<file path="src/rtl/hrlp_pkg.sv">
// Shared types, character constants and lookup functions for the request line parser.
package hrlp_pkg;

  // Character codes
  localparam logic [7:0] CHAR_SPACE = 8'h20;
  localparam logic [7:0] CHAR_QUERY = 8'h3F;
  localparam logic [7:0] CHAR_SLASH = 8'h2F;

  // Token lengths
  localparam logic [1:0] METHOD_LEN  = 2'd3;
  localparam logic [3:0] VERSION_LEN = 4'd8;
  localparam logic [3:0] INDEX_LEN   = 4'd10;

  // Token phases, phase saturation and space count limits
  localparam logic [1:0] PHASE_LAST    = 2'd3;
  localparam logic [1:0] PHASE_METHOD  = 2'd0;
  localparam logic [1:0] PHASE_TARGET  = 2'd1;
  localparam logic [1:0] PHASE_VERSION = 2'd2;
  localparam logic [1:0] SPACES_MAX    = 2'd3;
  localparam logic [1:0] SPACES_WANTED = 2'd2;

  // Verdict status codes
  localparam logic [1:0] STATUS_OK        = 2'd0;
  localparam logic [1:0] STATUS_MALFORMED = 2'd1;
  localparam logic [1:0] STATUS_VERSION   = 2'd2;

  // Result kinds
  localparam logic KIND_TARGET  = 1'b0;
  localparam logic KIND_VERDICT = 1'b1;

  // Command queue geometry
  localparam int QUEUE_DEPTH = 4;
  localparam int QUEUE_AW    = $clog2(QUEUE_DEPTH);

  typedef struct packed {
    logic [7:0] line_byte;
    logic       end_of_line;
  } line_item_t;

  typedef struct packed {
    logic       result_kind;
    logic [7:0] target_char;
    logic [1:0] parse_status;
    logic       method_is_get;
    logic       http_minor;
    logic       run_last;
  } result_item_t;

  // Work for one input byte, handed from front to back
  typedef struct packed {
    logic       has_index;
    logic       has_char;
    logic [7:0] char_byte;
    logic       has_verdict;
    logic [1:0] parse_status;
    logic       method_is_get;
    logic       http_minor;
  } cmd_t;

  // "GET"
  function automatic logic [7:0] method_char(input logic [1:0] idx);
    logic [7:0] c;
    unique case (idx)
      2'd0:    c = 8'h47; // G
      2'd1:    c = 8'h45; // E
      default: c = 8'h54; // T
    endcase
    return c;
  endfunction

  // "HTTP/1.x", the last character picked by minor
  function automatic logic [7:0] version_char(input logic [2:0] idx, input logic minor);
    logic [7:0] c;
    unique case (idx)
      3'd0:    c = 8'h48; // H
      3'd1:    c = 8'h54; // T
      3'd2:    c = 8'h54; // T
      3'd3:    c = 8'h50; // P
      3'd4:    c = 8'h2F; // /
      3'd5:    c = 8'h31; // 1
      3'd6:    c = 8'h2E; // .
      default: c = minor ? 8'h31 : 8'h30;
    endcase
    return c;
  endfunction

  // "index.html"
  function automatic logic [7:0] index_char(input logic [3:0] idx);
    logic [7:0] c;
    unique case (idx)
      4'd0:    c = 8'h69; // i
      4'd1:    c = 8'h6E; // n
      4'd2:    c = 8'h64; // d
      4'd3:    c = 8'h65; // e
      4'd4:    c = 8'h78; // x
      4'd5:    c = 8'h2E; // .
      4'd6:    c = 8'h68; // h
      4'd7:    c = 8'h74; // t
      4'd8:    c = 8'h6D; // m
      4'd9:    c = 8'h6C; // l
      default: c = 8'h00;
    endcase
    return c;
  endfunction

endpackage

</file>
<file path="src/rtl/http_request_line_parser.sv">
// Request line parser: one input byte per cycle while the command queue is not full,
// results held in an output register. A result passes through the command queue and
// then the output register. Each output slot carries one result, so a byte that yields
// "index.html" emits ten target results (plus a verdict if it ends the line), and a final
// target byte emits two. A four-entry command queue absorbs those bursts before stalling.
// Synchronous reset clears token state, the queue and the output valid.
module http_request_line_parser import hrlp_pkg::*; (
  input  logic         clk,
  input  logic         rst,
  input  logic         line_valid,
  output logic         line_stall,
  input  line_item_t   line_item,
  output logic         result_valid,
  input  logic         result_stall,
  output result_item_t result_item
);

  logic queue_full;
  logic push;
  cmd_t push_cmd;
  logic pop;
  logic head_valid;
  cmd_t head_cmd;

  hrlp_front u_front (
    .clk        (clk),
    .rst        (rst),
    .line_valid (line_valid),
    .line_stall (line_stall),
    .line_item  (line_item),
    .queue_full (queue_full),
    .push       (push),
    .push_cmd   (push_cmd)
  );

  hrlp_queue u_queue (
    .clk        (clk),
    .rst        (rst),
    .push       (push),
    .push_cmd   (push_cmd),
    .full       (queue_full),
    .pop        (pop),
    .head_valid (head_valid),
    .head_cmd   (head_cmd)
  );

  hrlp_back u_back (
    .clk          (clk),
    .rst          (rst),
    .head_valid   (head_valid),
    .head_cmd     (head_cmd),
    .pop          (pop),
    .result_valid (result_valid),
    .result_stall (result_stall),
    .result_item  (result_item)
  );

endmodule

</file>
<file path="src/rtl/hrlp_front.sv">
// Front end: accepts line bytes, tracks token state and issues per-byte commands.
module hrlp_front import hrlp_pkg::*; (
  input  logic       clk,
  input  logic       rst,
  input  logic       line_valid,
  output logic       line_stall,
  input  line_item_t line_item,
  input  logic       queue_full,
  output logic       push,
  output cmd_t       push_cmd
);

  logic [1:0] token_phase, token_phase_next;
  logic [1:0] space_total, space_total_next;
  logic       previous_was_space, previous_was_space_next;
  logic       spacing_error, spacing_error_next;
  logic       at_line_start, at_line_start_next;
  logic [1:0] method_position, method_position_next;
  logic       method_mismatch, method_mismatch_next;
  logic       target_is_root, target_is_root_next;
  logic       query_seen, query_seen_next;
  logic [3:0] version_position, version_position_next;
  logic       matches_one_one, matches_one_one_next;
  logic       matches_one_zero, matches_one_zero_next;

  logic       accept;
  logic       is_sp;
  logic       last;
  logic [7:0] b;
  logic       ok11, ok10;
  cmd_t       cmd;

  assign line_stall = queue_full;
  assign accept     = line_valid && !queue_full;
  assign b          = line_item.line_byte;
  assign last       = line_item.end_of_line;
  assign is_sp      = (b == CHAR_SPACE);

  // Classify the byte and compute next token state
  always_comb begin
    token_phase_next        = token_phase;
    space_total_next        = space_total;
    spacing_error_next      = spacing_error;
    method_position_next    = method_position;
    method_mismatch_next    = method_mismatch;
    target_is_root_next     = target_is_root;
    query_seen_next         = query_seen;
    version_position_next   = version_position;
    matches_one_one_next    = matches_one_one;
    matches_one_zero_next   = matches_one_zero;
    previous_was_space_next = is_sp;
    at_line_start_next      = 1'b0;
    cmd                     = '0;
    ok11                    = 1'b0;
    ok10                    = 1'b0;

    if (is_sp && (previous_was_space || at_line_start)) begin
      spacing_error_next = 1'b1;
    end
    if (is_sp && !last && space_total != SPACES_MAX) begin
      space_total_next = space_total + 2'd1;
    end

    if (is_sp) begin
      // A space closing a bare "/" target triggers the index rewrite
      if (token_phase == PHASE_TARGET && target_is_root) begin
        cmd.has_index = 1'b1;
      end
      if (token_phase != PHASE_LAST) begin
        token_phase_next = token_phase + 2'd1;
      end
    end else begin
      unique case (token_phase)
        PHASE_METHOD: begin
          if (method_position == METHOD_LEN || b != method_char(method_position)) begin
            method_mismatch_next = 1'b1;
          end
          if (method_position != METHOD_LEN) begin
            method_position_next = method_position + 2'd1;
          end
        end
        PHASE_TARGET: begin
          target_is_root_next = previous_was_space && (b == CHAR_SLASH);
          if (b == CHAR_QUERY) begin
            query_seen_next = 1'b1;
          end else if (!query_seen) begin
            cmd.has_char  = 1'b1;
            cmd.char_byte = b;
          end
        end
        PHASE_VERSION: begin
          if (version_position != VERSION_LEN) begin
            if (b != version_char(version_position[2:0], 1'b1)) begin
              matches_one_one_next = 1'b0;
            end
            if (b != version_char(version_position[2:0], 1'b0)) begin
              matches_one_zero_next = 1'b0;
            end
            version_position_next = version_position + 4'd1;
          end
        end
        default: begin
        end
      endcase
    end

    // Build the verdict on the last byte and rearm for the next line
    if (last) begin
      cmd.has_verdict = 1'b1;
      ok11 = matches_one_one_next && (version_position_next == VERSION_LEN);
      ok10 = matches_one_zero_next && (version_position_next == VERSION_LEN);
      if (spacing_error_next || space_total_next != SPACES_WANTED) begin
        cmd.parse_status = STATUS_MALFORMED;
      end else begin
        cmd.method_is_get = !method_mismatch_next && (method_position_next == METHOD_LEN);
        if (ok11) begin
          cmd.parse_status = STATUS_OK;
          cmd.http_minor   = 1'b1;
        end else if (ok10) begin
          cmd.parse_status = STATUS_OK;
        end else begin
          cmd.parse_status = STATUS_VERSION;
        end
      end
      token_phase_next        = PHASE_METHOD;
      space_total_next        = 2'd0;
      previous_was_space_next = 1'b0;
      spacing_error_next      = 1'b0;
      at_line_start_next      = 1'b1;
      method_position_next    = 2'd0;
      method_mismatch_next    = 1'b0;
      target_is_root_next     = 1'b0;
      query_seen_next         = 1'b0;
      version_position_next   = 4'd0;
      matches_one_one_next    = 1'b1;
      matches_one_zero_next   = 1'b1;
    end
  end

  assign push     = accept && (cmd.has_index || cmd.has_char || cmd.has_verdict);
  assign push_cmd = cmd;

  // Advance token state on each transfer
  always_ff @(posedge clk) begin
    if (rst) begin
      token_phase        <= PHASE_METHOD;
      space_total        <= 2'd0;
      previous_was_space <= 1'b0;
      spacing_error      <= 1'b0;
      at_line_start      <= 1'b1;
      method_position    <= 2'd0;
      method_mismatch    <= 1'b0;
      target_is_root     <= 1'b0;
      query_seen         <= 1'b0;
      version_position   <= 4'd0;
      matches_one_one    <= 1'b1;
      matches_one_zero   <= 1'b1;
    end else if (accept) begin
      token_phase        <= token_phase_next;
      space_total        <= space_total_next;
      previous_was_space <= previous_was_space_next;
      spacing_error      <= spacing_error_next;
      at_line_start      <= at_line_start_next;
      method_position    <= method_position_next;
      method_mismatch    <= method_mismatch_next;
      target_is_root     <= target_is_root_next;
      query_seen         <= query_seen_next;
      version_position   <= version_position_next;
      matches_one_one    <= matches_one_one_next;
      matches_one_zero   <= matches_one_zero_next;
    end
  end

endmodule

</file>
<file path="src/rtl/hrlp_queue.sv">
// Short command queue between the front end and the result sequencer.
module hrlp_queue import hrlp_pkg::*; (
  input  logic clk,
  input  logic rst,
  input  logic push,
  input  cmd_t push_cmd,
  output logic full,
  input  logic pop,
  output logic head_valid,
  output cmd_t head_cmd
);

  cmd_t                entries [QUEUE_DEPTH];
  logic [QUEUE_AW-1:0] wr_ptr;
  logic [QUEUE_AW-1:0] rd_ptr;
  logic [QUEUE_AW:0]   count;

  assign full       = (count == (QUEUE_AW+1)'(QUEUE_DEPTH));
  assign head_valid = (count != '0);
  assign head_cmd   = entries[rd_ptr];

  // Store pushed commands
  always_ff @(posedge clk) begin
    if (push) begin
      entries[wr_ptr] <= push_cmd;
    end
  end

  // Move pointers and occupancy
  always_ff @(posedge clk) begin
    if (rst) begin
      wr_ptr <= '0;
      rd_ptr <= '0;
      count  <= '0;
    end else begin
      if (push) begin
        wr_ptr <= wr_ptr + QUEUE_AW'(1);
      end
      if (pop) begin
        rd_ptr <= rd_ptr + QUEUE_AW'(1);
      end
      unique case ({push, pop})
        2'b10:   count <= count + (QUEUE_AW+1)'(1);
        2'b01:   count <= count - (QUEUE_AW+1)'(1);
        default: count <= count;
      endcase
    end
  end

`ifndef SYNTH
  a_no_push_full: assert property (@(posedge clk) disable iff (rst) !(push && full))
    else $error("command pushed into full queue");
  a_no_pop_empty: assert property (@(posedge clk) disable iff (rst) !(pop && !head_valid))
    else $error("command popped from empty queue");
  a_count_bound: assert property (@(posedge clk) disable iff (rst)
    count <= (QUEUE_AW+1)'(QUEUE_DEPTH))
    else $error("queue occupancy beyond depth");
`endif

endmodule

</file>
<file path="src/rtl/hrlp_back.sv">
// Back end: expands queued commands into result items through an output register.
module hrlp_back import hrlp_pkg::*; (
  input  logic         clk,
  input  logic         rst,
  input  logic         head_valid,
  input  cmd_t         head_cmd,
  output logic         pop,
  output logic         result_valid,
  input  logic         result_stall,
  output result_item_t result_item
);

  logic [3:0]   pos;
  logic [3:0]   byte_count;
  logic [3:0]   piece_count;
  logic         is_byte_piece;
  logic         last_piece;
  logic         load;
  result_item_t piece;

  // Count the pieces of the head command
  assign byte_count    = head_cmd.has_index ? INDEX_LEN : {3'd0, head_cmd.has_char};
  assign piece_count   = byte_count + {3'd0, head_cmd.has_verdict};
  assign is_byte_piece = (pos < byte_count);
  assign last_piece    = (pos == piece_count - 4'd1);

  assign load = head_valid && (!result_valid || !result_stall);
  assign pop  = load && last_piece;

  // Form the current result piece
  always_comb begin
    piece = '0;
    if (is_byte_piece) begin
      piece.result_kind = KIND_TARGET;
      piece.target_char = head_cmd.has_index ? index_char(pos) : head_cmd.char_byte;
    end else begin
      piece.result_kind   = KIND_VERDICT;
      piece.parse_status  = head_cmd.parse_status;
      piece.method_is_get = head_cmd.method_is_get;
      piece.http_minor    = head_cmd.http_minor;
    end
    piece.run_last = last_piece;
  end

  // Step through pieces and hold the output register under stall
  always_ff @(posedge clk) begin
    if (rst) begin
      pos          <= 4'd0;
      result_valid <= 1'b0;
    end else begin
      if (load) begin
        pos          <= last_piece ? 4'd0 : pos + 4'd1;
        result_valid <= 1'b1;
      end else if (!result_stall) begin
        result_valid <= 1'b0;
      end
    end
  end

  always_ff @(posedge clk) begin
    if (load) begin
      result_item <= piece;
    end
  end

`ifndef SYNTH
  a_pos_in_range: assert property (@(posedge clk) disable iff (rst)
    head_valid |-> (pos < piece_count))
    else $error("piece position beyond command length");
  a_pos_rewinds: assert property (@(posedge clk) disable iff (rst) pop |=> (pos == 4'd0))
    else $error("piece position not rewound after pop");
  a_verdict_closes: assert property (@(posedge clk) disable iff (rst)
    (result_valid && result_item.result_kind == KIND_VERDICT) |-> result_item.run_last)
    else $error("verdict not marked as last result");
`endif

endmodule
</file>
<file path="config.mk">
export PLATFORM = sky130hd
export DESIGN_NAME = http_request_line_parser
export DESIGN_NICKNAME = d
export VERILOG_FILES = /design/src/rtl/hrlp_pkg.sv /design/src/rtl/http_request_line_parser.sv /design/src/rtl/hrlp_front.sv /design/src/rtl/hrlp_queue.sv /design/src/rtl/hrlp_back.sv
export SDC_FILE = /design/constraint.sdc
export NUM_CORES = 1
export LEC_CHECK = 0
export CELL_PAD_IN_SITES_DETAIL_PLACEMENT = 1
export CELL_PAD_IN_SITES_GLOBAL_PLACEMENT = 1
export CORE_MARGIN = 5
export CORE_UTILIZATION = 52
export CTS_CLUSTER_SIZE = 12
export DETAILED_ROUTE_END_ITERATION = 8
export DONT_BUFFER_PORTS = 1
export HOLD_SLACK_MARGIN = 0.05
export PLACE_DENSITY = 0.75
export SLEW_MARGIN = 20
export SYNTH_ARGS = -nofsm -noshare
export SYNTH_HDL_FRONTEND = slang
export SYNTH_SLANG_ARGS = --single-unit
</file>
<file path="constraint.sdc">
create_clock -name clk -period 5.3 [get_ports clk]
set_input_delay 1.59 -clock clk [delete_from_list [all_inputs] [get_ports clk]]
set_output_delay 1.59 -clock clk [all_outputs]
set_load 0.01 [all_outputs]
</file>
=== Yosys cells after proc, flatten, opt, wreduce, memory -nomap -nowiden ===
Memories as Yosys holds them, arrays and structs flattened. A register that Yosys moved wholly into a read port is not among the register bits.
Index checks and enable logic that the tools add are counted.

* Add/sub/neg operators: 11
* Magnitude comparators: 1
* Eq/ne operators: 29
* Multiplexer cells: 74
* Reduce and logical (&&, ||, !) cells: 36

{| class="wikitable"
|+ Operators with widths
! operator !! number
|-
| $mux W8 || 9
|-
| $pmux W7 S6 || 1
|-
| $mux W9 || 4
|-
| $pmux W7 S5 || 1
|-
| $mux W1 || 33
|-
| $mux W4 || 8
|-
| $mux W2 || 15
|-
| $eq A8 B6 Y1 const B || 3
|-
| $ne A8 B8 Y1 || 3
|-
| $eq A3 B3 Y1 const B || 4
|-
| $logic_and A1 B1 Y1 || 12
|-
| $add A2 B1 Y2 const B || 5
|-
| $ne A2 B2 Y1 const B || 5
|-
| $pmux W5 S2 || 1
|-
| $reduce_bool A2 Y1 || 5
|-
| $add A4 B1 Y4 const B || 2
|-
| $eq A2 B2 Y1 const B || 4
|-
| $eq A2 B1 Y1 const B || 3
|-
| $eq A3 B2 Y1 const B || 2
|-
| $logic_or A1 B1 Y1 || 6
|-
| $pmux W3 S2 || 1
|-
| $reduce_and A3 Y1 || 2
|-
| $logic_not A1 Y1 || 5
|-
| $mux W5 || 1
|-
| 15 further kinds || 16
|}

* Register bits: 44
* Memory bits (writable): 60
* Bits in read-only memories: 112
* Input port bits: 13
* Output and inout bits: 16
* Logic and storage cells: 176
* Memories: 2

{| class="wikitable"
|+ Memories
! name !! words !! bits a word !! rd ports !! clocked after memory_dff !! wr ports !! RTL line !! RTL
|-
| (name not given) || 16 || 7 || 1 || 1 || 0 || hrlp_pkg.sv:90 || <nowiki>unique case (idx)</nowiki>
|-
| u_queue.entries || 4 || 15 || 1 || 1 || 1 || hrlp_queue.sv:13 || <nowiki>cmd_t entries [QUEUE_DEPTH];</nowiki>
|}

=== Depth between registers and ports, before layout ===
* Depth in word-level cells: 20
* Gate-level depth with buffers: 16
* Gate-level depth less buffers: 14

=== Modules after synthesis ===
From an unflattened synthesis, not the netlist that was laid out.

* Cell total of the unflattened synthesis: 442
* Area total of the unflattened synthesis: 5479.0 um^2

{| class="wikitable"
|+ Modules (own cells, without submodules)
! module !! times used !! cells each !! area each (um^2) !! seq. area each (um^2)
|-
| hrlp_queue || 1 || 121 || 2621.3 || 1981.9
|-
| hrlp_front || 1 || 211 || 1587.8 || 360.3
|-
| hrlp_back || 1 || 110 || 1270.0 || 660.6
|}

=== Least setup slack after synthesis ===
Ideal clock, no wire load.

* Path kind: input-to-reg
* Start point: input line_item[4] in the netlist's numbering
* End point: register u_queue.count[2]
* Library setup time: 0.070 ns
* Data arrival time: 4.264 ns
* Required time: 5.230 ns
* Slack: 0.965 ns
* Cell stages on the path: 12
* Path buffers: 1
* Cells stage by stage: buf_2 or4_4 mux2_2 o211a_4 o31a_1 inv_1 ha_1 inv_1 fa_1 xor2_1 or3_1 a21oi_1

{| class="wikitable"
|+ RTL lines
! element !! RTL line !! RTL
|-
| from (decl) || http_request_line_parser.sv:12 || <nowiki>input line_item_t line_item,</nowiki>
|-
| to (signal assigned) || hrlp_queue.sv:43 || <nowiki>2'b10: count <= count + (QUEUE_AW+1)'(1);</nowiki>
|-
| to (signal assigned) || hrlp_queue.sv:44 || <nowiki>2'b01: count <= count - (QUEUE_AW+1)'(1);</nowiki>
|-
| to (signal assigned) || hrlp_queue.sv:45 || <nowiki>default: count <= count;</nowiki>
|-
| to (decl) || hrlp_queue.sv:16 || <nowiki>logic [QUEUE_AW:0] count;</nowiki>
|}

==> impl_metrics.ini <==
[outcome]
status = finished, final reports clean

[synthesis]
synth_enable_flop_cells = 74
synth_seq_cells = 113
synth.area.top_cells = edfxtp_1 41%, dfxtp_1 14%, ha_1 6.2%
yosys.area.top_type = edfxtp_1
synth_seq_area_share_pct = 55.4
yosys_most_used_dff = edfxtp_1
syn-cell-area_mm2 = 0.00543
synthCells = 453
ys_warn_count = 0
synth_nets = 494
synth_top_cell_area_share_pct = 41.0
yosysUniqueCellTypes = 56
synth.avg_cell_area_um2 = 12.0
synthArstFlopShare_pct = 0

[power_and_ir_drop]
p_leak_nw = 2.22
power.density_mw_per_mm2 = 372
vdd_drop_max_v = 0.000156

[sta]
worst_pin_slew_ps = 870
post-route-period-util_pct = 81.3
fin_ws_ps = 989
finalHoldWorstSlack_ps = 480
finalClockSkew_ps = 11.1
hold_viol = 0
finalMaxSlewViolations = 0
period_minus_slack_ps = 4310
max_freq_mhz = 232
setup_viol = 0
relSlewSlack_pct = 42.0
rsz0062_at_grt = no
final.setup.tns_ps = 0

[placement]
dpl_worst_slack_ps = 833
dpl.cell_count = 573
place_hpwl_mm = 8.62
gp_congestion = 0.841
numPortBuffers = 0

[detailed_routing]
postRouteAntennaNets = 0
first_pass_iters = 5
totalWireLength_mm = 13.3
via_count = 3585
drc = 0
drt_iter0_markers = 212
wl_per_cell_um = 21.9
post_drt_via_cell_ratio = 5.93

[finish]
antenna_cells = 0
fillers = 1017
area_growth_pct = 13.0
drive_above_1_share_pct = 11.3
fin_util_pct = 59.9
layout_common_cells = 74 x edfxtp_1, 49 x nor2_1, 39 x dfxtp_1
register_area_mm2 = 0.00300
final_common_cell = edfxtp_1
fin_cells = 605
multi_input_area_mm2 = 0.00225
finalNetCount = 497

[die]
rows = 37
initial_core_util_pct = 53.0
die_w_um = 112
ios = 29
core_region_area_mm2 = 0.0102
dieHeight_um = 112
die_area_mm2 = 0.0126

[grt]
grt_pass1_vias = 3867
grt_pass1_wl_mm = 21.7
antenna_found_initial = 0
grt.total_usage_pct = 22.4
overflow = 0
grt_max_degree = 28

[hold_path]
holdCritPathClass = reg -> reg

[cts]
cts_hold_buf = 0
cts_tree = done
cts_buffers = 17
cts-root-buf = clkbuf_8
postCtsSetupRepairBufs = 0
h-tree-depth = 4
clockBufferDepth = 2
clock_latency_ps = 520
path_clk_slew_ps = 60
cts_resized = 0
clock-sinks = 113

[worst_setup_path]
startpoint_type = flop
setup.worst_path.class = reg -> reg
cp.arrival_ps = 4760
cp.required_ps = 5750
cp_max_fo = 14
end_kind = flop

[flow_run]
cap_violations = 0
layout make-up:
cell class                 count  share of cell area [%]
clock buffer                  19                    6.88
clock inverter                13                    2.76
inverter                      25                    1.53
multi-input combinational    296                    36.7
sequential                   113                    49.0
tap                          136                    2.78
timing repair buffer           3                   0.367
worst paths after layout:
path                                 startpoint  depth (start not counted)                                 end  slack (ps)
max                                        flop                         15       u_queue.count[2]$_SDFFE_PP0P_         990
min          u_front.at_line_start$_SDFFE_PP1P_                          1  u_front.at_line_start$_SDFFE_PP1P_         480
max reg2reg                                flop                         15       u_queue.count[2]$_SDFFE_PP0P_         990
min reg2reg  u_front.at_line_start$_SDFFE_PP1P_                          1  u_front.at_line_start$_SDFFE_PP1P_         480
flip-flops by register name, summed over array words and instances, names as in the netlist, 2 cells and up, named ones only:
register	count
u_queue.entries	60
u_queue.rd_ptr	2
u_front.space_total	2
u_queue.wr_ptr	2
u_back.result_item	14
u_queue.count	3
u_front.version_position	4
u_front.method_position	2
u_back.pos	4
u_front.token_phase	2
critical path, stage by stage (launching register included):
cell	delay, ps
dfxtp_1	370
buf_4	320
mux4_2	580
nand2b_4	90
ha_1	170
inv_1	60
ha_1	290
xor2_1	160
nor4_2	650
and2_1	300
ha_1	210
inv_1	60
fa_1	370
xor2_1	160
or3_1	300
a21oi_1	140
cell families (layout without fill, tap and decap cells):
family | Yosys count | count (layout) | share of synthesized area, %
xor gates and xnor gates | 21 | 21 | 3.39
buffers and inverters | 44 | 60 | 3.18
and+or+nand+nor | 146 | 146 | 13.9
muxes | 30 | 30 | 9.04
DFF | 113 | 113 | 55.4
adders and majority gates | 28 | 28 | 6.60
AOI/OAI and AO/OA | 71 | 71 | 8.58
Yosys cell counts, drive strengths merged (2+ instances only):
cell and count:
mux2i 13, o211a 2, xor2 8, a21oi 24
inv 25, nor2b 5, o31ai 4, nor4b 2
and2 18, o21ai 13, nor3b 3, mux4 15
nor3 9, buf 9, dfxtp 39, nor4 6
nand2 22, a31oi 3, xnor2 13, nand4 3
a22oi 4, edfxtp 74, or3 5, nor2 49
mux2 2, nand2b 6, and3 5, ha 27
a32oi 2, clkbuf 10, nand3 7, a21o 3
o22ai 3, a211o 3
through the flow:
step	cell area (µm²)	total power, W
after floorplan	5430	0.00112
after CTS	6130	0.00230
after global routing	6130	0.00235
after global placement	5540	0.00114
after detailed placement	5540	0.00115
final	6130	0.00228
where the power goes:
| part | switching [W] | internal (W) | total, W |
|---|---|---|---|
| clock network | 0.000395 | 0.000755 | 0.00115 |
| registers | 0.0000269 | 0.000977 | 0.00100 |
| logic | 0.0000781 | 0.0000501 | 0.000128 |
| total | 0.000500 | 0.00178 | 0.00228 |
per-layer routing:
metal	wire, µm	vias to the layer above	global-route usage [%]
met5	0	-	0
met4	270	0	10.0
met3	492	21	4.64
met2	7000	88	38.6
met1	5490	1811	27.2
li1	-	1665	-
No activity file was read; power rests on OpenSTA's default activity.
